--- config.mk ---
export PLATFORM = sky130hd
export DESIGN_NAME = rrts_slot_mem
export DESIGN_NICKNAME = d
export VERILOG_FILES = /design/src/rtl/rrts_pkg.sv /design/src/rtl/rrts_slot_mem.sv
export SDC_FILE = /design/constraint.sdc
export NUM_CORES = 2
export LEC_CHECK = 0
export BUFFER_PORTS_ARGS = -buffer_cell sky130_fd_sc_hd__buf_2
export CAP_MARGIN = 30
export CORE_MARGIN = 4
export CORE_UTILIZATION = 32
export DETAILED_ROUTE_END_ITERATION = 10
export GPL_TIMING_DRIVEN = 0
export PLACE_DENSITY = 0.57
export SLEW_MARGIN = 20
export SYNTH_ARGS = -nofsm -noshare
export SYNTH_HDL_FRONTEND = slang
export SYNTH_SLANG_ARGS = --single-unit
--- constraint.sdc ---
create_clock -name clk -period 15.6 [get_ports clk]
set_clock_uncertainty 0.1 [all_clocks]
set_input_delay 0.78 -clock clk [delete_from_list [all_inputs] [get_ports clk]]
set_output_delay 0.78 -clock clk [all_outputs]
set_load 0.02 [all_outputs]
--- src/rtl/rrts_pkg.sv ---
// ----------------------------------------------------------------------------
// rrts_pkg
// shared types and codes for the round-robin task table scheduler
// ----------------------------------------------------------------------------
`default_nettype none

package rrts_pkg;

  // request codes
  localparam logic [2:0] REQ_CREATE    = 3'd0;
  localparam logic [2:0] REQ_SCHEDULE  = 3'd1;
  localparam logic [2:0] REQ_SLEEP     = 3'd2;
  localparam logic [2:0] REQ_KILL      = 3'd3;
  localparam logic [2:0] REQ_TERMINATE = 3'd4;
  localparam logic [2:0] REQ_CLEANUP   = 3'd5;

  // status codes
  localparam logic [2:0] STAT_OK        = 3'd0;
  localparam logic [2:0] STAT_PROTECTED = 3'd1;
  localparam logic [2:0] STAT_NOT_FOUND = 3'd2;
  localparam logic [2:0] STAT_FULL      = 3'd3;
  localparam logic [2:0] STAT_BAD_PRIV  = 3'd4;
  localparam logic [2:0] STAT_NO_TASKS  = 3'd5;

  // task states
  localparam logic [1:0] TS_READY    = 2'd0;
  localparam logic [1:0] TS_RUNNING  = 2'd1;
  localparam logic [1:0] TS_SLEEPING = 2'd2;
  localparam logic [1:0] TS_ZOMBIE   = 2'd3;

  // highest id that kill and cleanup protect, and highest id terminate refuses
  localparam logic [31:0] KILL_MIN_ID = 32'd3;
  localparam logic [31:0] TERM_MIN_ID = 32'd1;

  // reciprocal of ten for a 32-bit dividend: q = (x * RECIP10) >> 35
  localparam logic [31:0] RECIP10       = 32'hCCCC_CCCD;
  localparam int          RECIP10_SHIFT = 35;

  localparam logic [4:0] RM_MAX = 5'd31;

  typedef struct packed {
    logic [1:0]  st;
    logic [31:0] id;
    logic [47:0] wake;
    logic [63:0] ctx;
    logic [51:0] page;
  } slot_ent_t;

  typedef enum logic [2:0] {
    FSM_IDLE,
    FSM_SCAN,
    FSM_RMW_RD,
    FSM_RMW_WR,
    FSM_DONE
  } fsm_t;

endpackage

`default_nettype wire

--- src/rtl/rrts_slot_mem.sv ---
// ----------------------------------------------------------------------------
// rrts_slot_mem
// task slot memory, one write port, one read port with registered data
// ----------------------------------------------------------------------------
`default_nettype none

module rrts_slot_mem #(
  parameter int NUM_TASKS = 16
) (
  input  wire                                  clk,
  input  wire  [$clog2(NUM_TASKS)-1:0]         raddr,
  output rrts_pkg::slot_ent_t                  rdata,
  input  wire                                  wen,
  input  wire  [$clog2(NUM_TASKS)-1:0]         waddr,
  input  rrts_pkg::slot_ent_t                  wdata
);

  rrts_pkg::slot_ent_t mem [NUM_TASKS];

  always_ff @(posedge clk) begin
    if (wen) begin
      mem[waddr] <= wdata;
    end
  end

  always_ff @(posedge clk) begin
    rdata <= mem[raddr];
  end

endmodule

`default_nettype wire

==> results <==
- The sequential share of power is about 52%.
- The worst path uses 21.2% of the clock period.
- Measured along the x axis, the die boundary spans 628 um.
- The average vias per placed instance is ~5.1.
- Walking the worst path, the cells encountered are buf_2, nand3_1, nor3_2, buf_4, buf_4, buf_4, buf_4, buf_4, buf_6, buf_4, buf_4, buf_4.
- The class of the worst hold path is in2reg.
- The overall via count from detail_route is 59600.
- After detailed routing, the average wire length per cell comes to between 20 and 30 um.
- The worst register-to-register path has a setup slack of 13.83 ns.
- The clock transition at the registers of the reported paths is ~0.06 ns.
- Together, buffers and inverters on the worst path number 10.
- The net count after synthesis is 5389.
- The violation count after the first detailed-route iteration is between 6000 and 7000.
- Detailed placement ended at an HPWL of 234 mm.
- The cell type of the slowest stage on the worst timing path is sky130_fd_sc_hd__nor3_2.
- The number of top-level pins is between 400 and 500.
- The die is roughly 630 um tall.
- The most instantiated flip-flop cell in the synthesis netlist is sky130_fd_sc_hd__edfxtp_1.
- The critical-path maximum fanout is 8.
- The number of synthesized flops with an enable pin is approximately 3200.
- The worst path meets setup with roughly 12 ns of slack.
- The worst setup path is launched from an input pin.
- In this run the critical register-to-register path is launched from mem[7][5].
- The cell occurring most often along the worst timing path is sky130_fd_sc_hd__buf_4.
- The share of synthesized area in the top cell type comes to between 70% and 80%.
- Summed over all failing endpoints, the final setup total negative slack is 0 ns.
- For this run, design rule violations remaining after detail routing come to 0.
- The layout cell share with drive strength beyond 1 is 34.0%.
- The number of gates resized after CTS was 0.
- The H-tree was split into 5 levels.
- Synthesis produced 5181 cells.
- The synthesized netlist contains 26 unique library cells.
- In the final design database the tool counted 6469 nets.
- After floorplanning, the core was divided into 227 placement rows.
- The end of the worst register-to-register path is rdata[5].
- Measured against its own limit, the worst slew margin works out to between 30% and 40%.
- In this run the power density over the cells is about 130 nW/um^2.
- Setup repair after global routing left no endpoint under its margin.
- Hold repair after CTS inserted 0 buffers.
- The number of antenna violations at the first check in global routing is approximately 140.
- For the worst setup path, the data required time is between 15 and 20 ns.
- The final standard cell count with taps included and fillers excluded is roughly 12000.
- The number of cells in the design after placement is 10900.
- The time the worst path needs with I/O delays and setup is 3.31 ns.
- The number of global-route vias before repair is just over 60000.
- The launch point of the worst hold path is wdata[117].
- In this run, the combinational gates consume between 5 and 6% of the power.
- The wire length of the first global-routing pass is around 480 mm.
- The proportion of synthesized chip area in sequential cells is roughly four fifths.
- The design draws 19.6 mW.
- The critical path's top delay family is buffers and inverters.
- Counting every sink on the clock net gives between 3000 and 4000.
- The warning count from the yosys run is 0.
- After clock tree synthesis, the setup repair step added 0 buffers.
- Clock tree synthesis selected as its root buffer the cell sky130_fd_sc_hd__clkbuf_16.
- The total congestion overflow is 0.
- For this configuration, the core starts out at a cell density of approximately 32%.
- On the worst path, the slowest cell contributes a delay of around 0.67 ns.
- The fmax is roughly 300 MHz.
- The clock reaches the later pin of the worst-skew pair after 0.94 ns.
- In this run the tool buffered the top-level ports with between 400 and 500 buffer cells.
- The worst setup path is captured at a flop.
- The first TritonRoute pass finished after 7 iterations.
- In this run the power spent charging and discharging nets is about 4.3 mW.
- The floorplan step defined a die boundary enclosing a little under 400000 um^2.
- The area of the mapped netlist is around 120000 um^2.
- The global-route usage over all layers is between 15 and 20%.
- The placer's final routability congestion estimate is 0.704.
- The depth of the worst hold-timing path is 1.
- TritonCTS built the clock tree.
- Entering global routing, the biggest net connects 21 pins.
- The post-synthesis to final-layout area growth is 20.7%.
- The synthesized design contains between 3000 and 4000 register bits.
- The share of async-settable or async-resettable flops after synthesis is 0%.
- The setup path with the least slack is of type in2reg.
- Summed over all cells, the static leakage comes to around 48 nW.
- The worst min-delay path endpoint is mem[8][117].
- The area of the core is 382000 um^2.
- In the post-synthesis netlist, the biggest area contributors are sky130_fd_sc_hd__edfxtp_1 77%, sky130_fd_sc_hd__mux4_2 13%, sky130_fd_sc_hd__dfxtp_1 3.2%.
- The run finished with clean final reports.
- The internal portion of total power is between 15 and 20 mW.
- The number of cells on the worst reg-to-reg path is 3.
- The number of max-cap violations is 0.
- Net switching is around 22% of the power.
- The max-slew violation count is 0.
- The worst IR drop on VDD is between 0.08 and 0.09 mV.
- The mean post-synth cell area is around 24 um^2.
- In this run the remaining antenna-violating nets after routing total 0.
- At the pin with the least slew margin, the transition time is ~1.0 ns.
- The clock share of power is 42.6%.
- The placed cell area is ~140000 um^2.
- Data on the critical path arrives at its endpoint at approximately 3.8 ns.
- The number of buffers created by CTS is approximately 360.
- Summed over all instances, the cell type with the most area after synthesis is sky130_fd_sc_hd__edfxtp_1.
- The final hold violation count is 0.
- The largest buffer count on any clock path is 4.
- The worst-case setup slack after placement is between 10 and 15 ns.
- The setup-violating endpoint count in the final report is 0.
- After routing the design area is 148000 um^2.
- The routed wire length is 345 mm.
logic make-up after synthesis:
group | Yosys count | synth area share, %
buf+inv | 278 | 1.13
mux | 879 | 14.8
compound gates | 421 | 2.59
simple gates | 237 | 0.882
flops | 3366 | 80.6
worst max-delay path by stage:
| stage | start | to | slack (ns) | cells after the start |
|---|---|---|---|---|
| floorplan | waddr[1] | mem[12][0] | 0.11 | 1 |
| global placement | waddr[2] | mem[8][168] | -19.85 | 3 |
| detailed placement | wen | mem[12][183] | 11.38 | 12 |
| CTS | wen | mem[12][179] | 12.35 | 12 |
| global route | waddr[3] | mem[12][183] | 12.23 | 12 |
| finish | wen | mem[12][179] | 12.29 | 12 |
worst reg2reg max path, delay by kind of cell (launching register included):
kind	cells	cell delay, ns
AO/OA/AOI/OAI	2	0.59
multiplexers	1	0.47
flip-flops	1	0.36
routing by layer:
layer	global-route usage, %	share of wire, %	vias up
li1	-	-	24400
met1	22.2	39	32100
met2	29.0	50	2431
met3	3.73	7.5	637
met4	4.92	3.1	44
met5	0	0.085	-
registers in the layout, summed over array words and instances (netlist names):
signal / flops
mem: 3168
rdata: 198
stage by stage:
stage / util [%] / hold slack (ns)
global route: 38.8 / 0.0709
global placement: 34.3 / 0.557
floorplan: - / 0.535
detailed placement: 35.7 / 0.558
CTS: 38.8 / 0.0256
finish: 38.8 / 0.115
placed cells by master (no fill, tap or decap), types with 4 or more instances in the layout:
cell	n
sky130_fd_sc_hd__edfxtp_1	3168
sky130_fd_sc_hd__mux4_2	736
sky130_fd_sc_hd__buf_2	466
sky130_fd_sc_hd__clkbuf_16	364
sky130_fd_sc_hd__a22oi_1	333
sky130_fd_sc_hd__dfxtp_1	198
sky130_fd_sc_hd__clkbuf_1	179
sky130_fd_sc_hd__buf_4	144
sky130_fd_sc_hd__nand2_1	144
sky130_fd_sc_hd__mux2_2	105
sky130_fd_sc_hd__buf_12	99
sky130_fd_sc_hd__buf_16	71
sky130_fd_sc_hd__clkinv_1	66
sky130_fd_sc_hd__clkinv_2	63
sky130_fd_sc_hd__diode_2	51
sky130_fd_sc_hd__buf_1	44
sky130_fd_sc_hd__buf_6	38
sky130_fd_sc_hd__nor2b_1	38
sky130_fd_sc_hd__mux2i_1	38
sky130_fd_sc_hd__o221ai_1	32
sky130_fd_sc_hd__nand2b_1	28
sky130_fd_sc_hd__a221oi_1	24
sky130_fd_sc_hd__buf_8	23
sky130_fd_sc_hd__bufinv_16	22
sky130_fd_sc_hd__o21ai_0	20
sky130_fd_sc_hd__clkbuf_8	16
sky130_fd_sc_hd__clkbuf_2	15
sky130_fd_sc_hd__nor2_4	13
sky130_fd_sc_hd__clkinvlp_4	13
sky130_fd_sc_hd__clkinv_16	12
sky130_fd_sc_hd__inv_6	8
sky130_fd_sc_hd__o22a_1	7
sky130_fd_sc_hd__clkinv_4	6
sky130_fd_sc_hd__o21ai_1	5
sky130_fd_sc_hd__clkinv_8	5
sky130_fd_sc_hd__inv_16	4
power groups by stage:
stage	clock network, mW	registers, mW	logic [mW]
6_report	8.35	10.2	1.09
5_1_grt	8.96	10.2	1.17
4_1_cts	8.56	10.2	1.12
3_5_place_dp	0	10.4	1.12
3_3_place_gp	0	10.5	1.04
2_1_floorplan	0	10.5	0.488
layout make-up:
class | instances | area, um^2
Antenna cell | 51 | 128
Buffer | 278 | 1410
Clock buffer | 465 | 9650
Clock inverter | 199 | 1970
Fill cell | 34000 | 234000
Multi-Input combinational cell | 1537 | 22500
Sequential cell | 3366 | 99100
Tap cell | 5038 | 6300
Timing Repair Buffer | 716 | 7310
synthesized netlist by cell type (20+ instances only):
cell type and count:
sky130_fd_sc_hd__edfxtp_1 3168, sky130_fd_sc_hd__mux4_2 736, sky130_fd_sc_hd__a22oi_1 333, sky130_fd_sc_hd__dfxtp_1 198, sky130_fd_sc_hd__nand2_1 144, sky130_fd_sc_hd__clkbuf_1 109, sky130_fd_sc_hd__mux2_2 105, sky130_fd_sc_hd__buf_2 60
sky130_fd_sc_hd__buf_4 56, sky130_fd_sc_hd__buf_1 45, sky130_fd_sc_hd__mux2i_1 38, sky130_fd_sc_hd__nor2b_1 38, sky130_fd_sc_hd__o221ai_1 32, sky130_fd_sc_hd__nand2b_1 28, sky130_fd_sc_hd__a221oi_1 24, sky130_fd_sc_hd__o21ai_0 20
No activity file was read; power rests on OpenSTA's default activity.
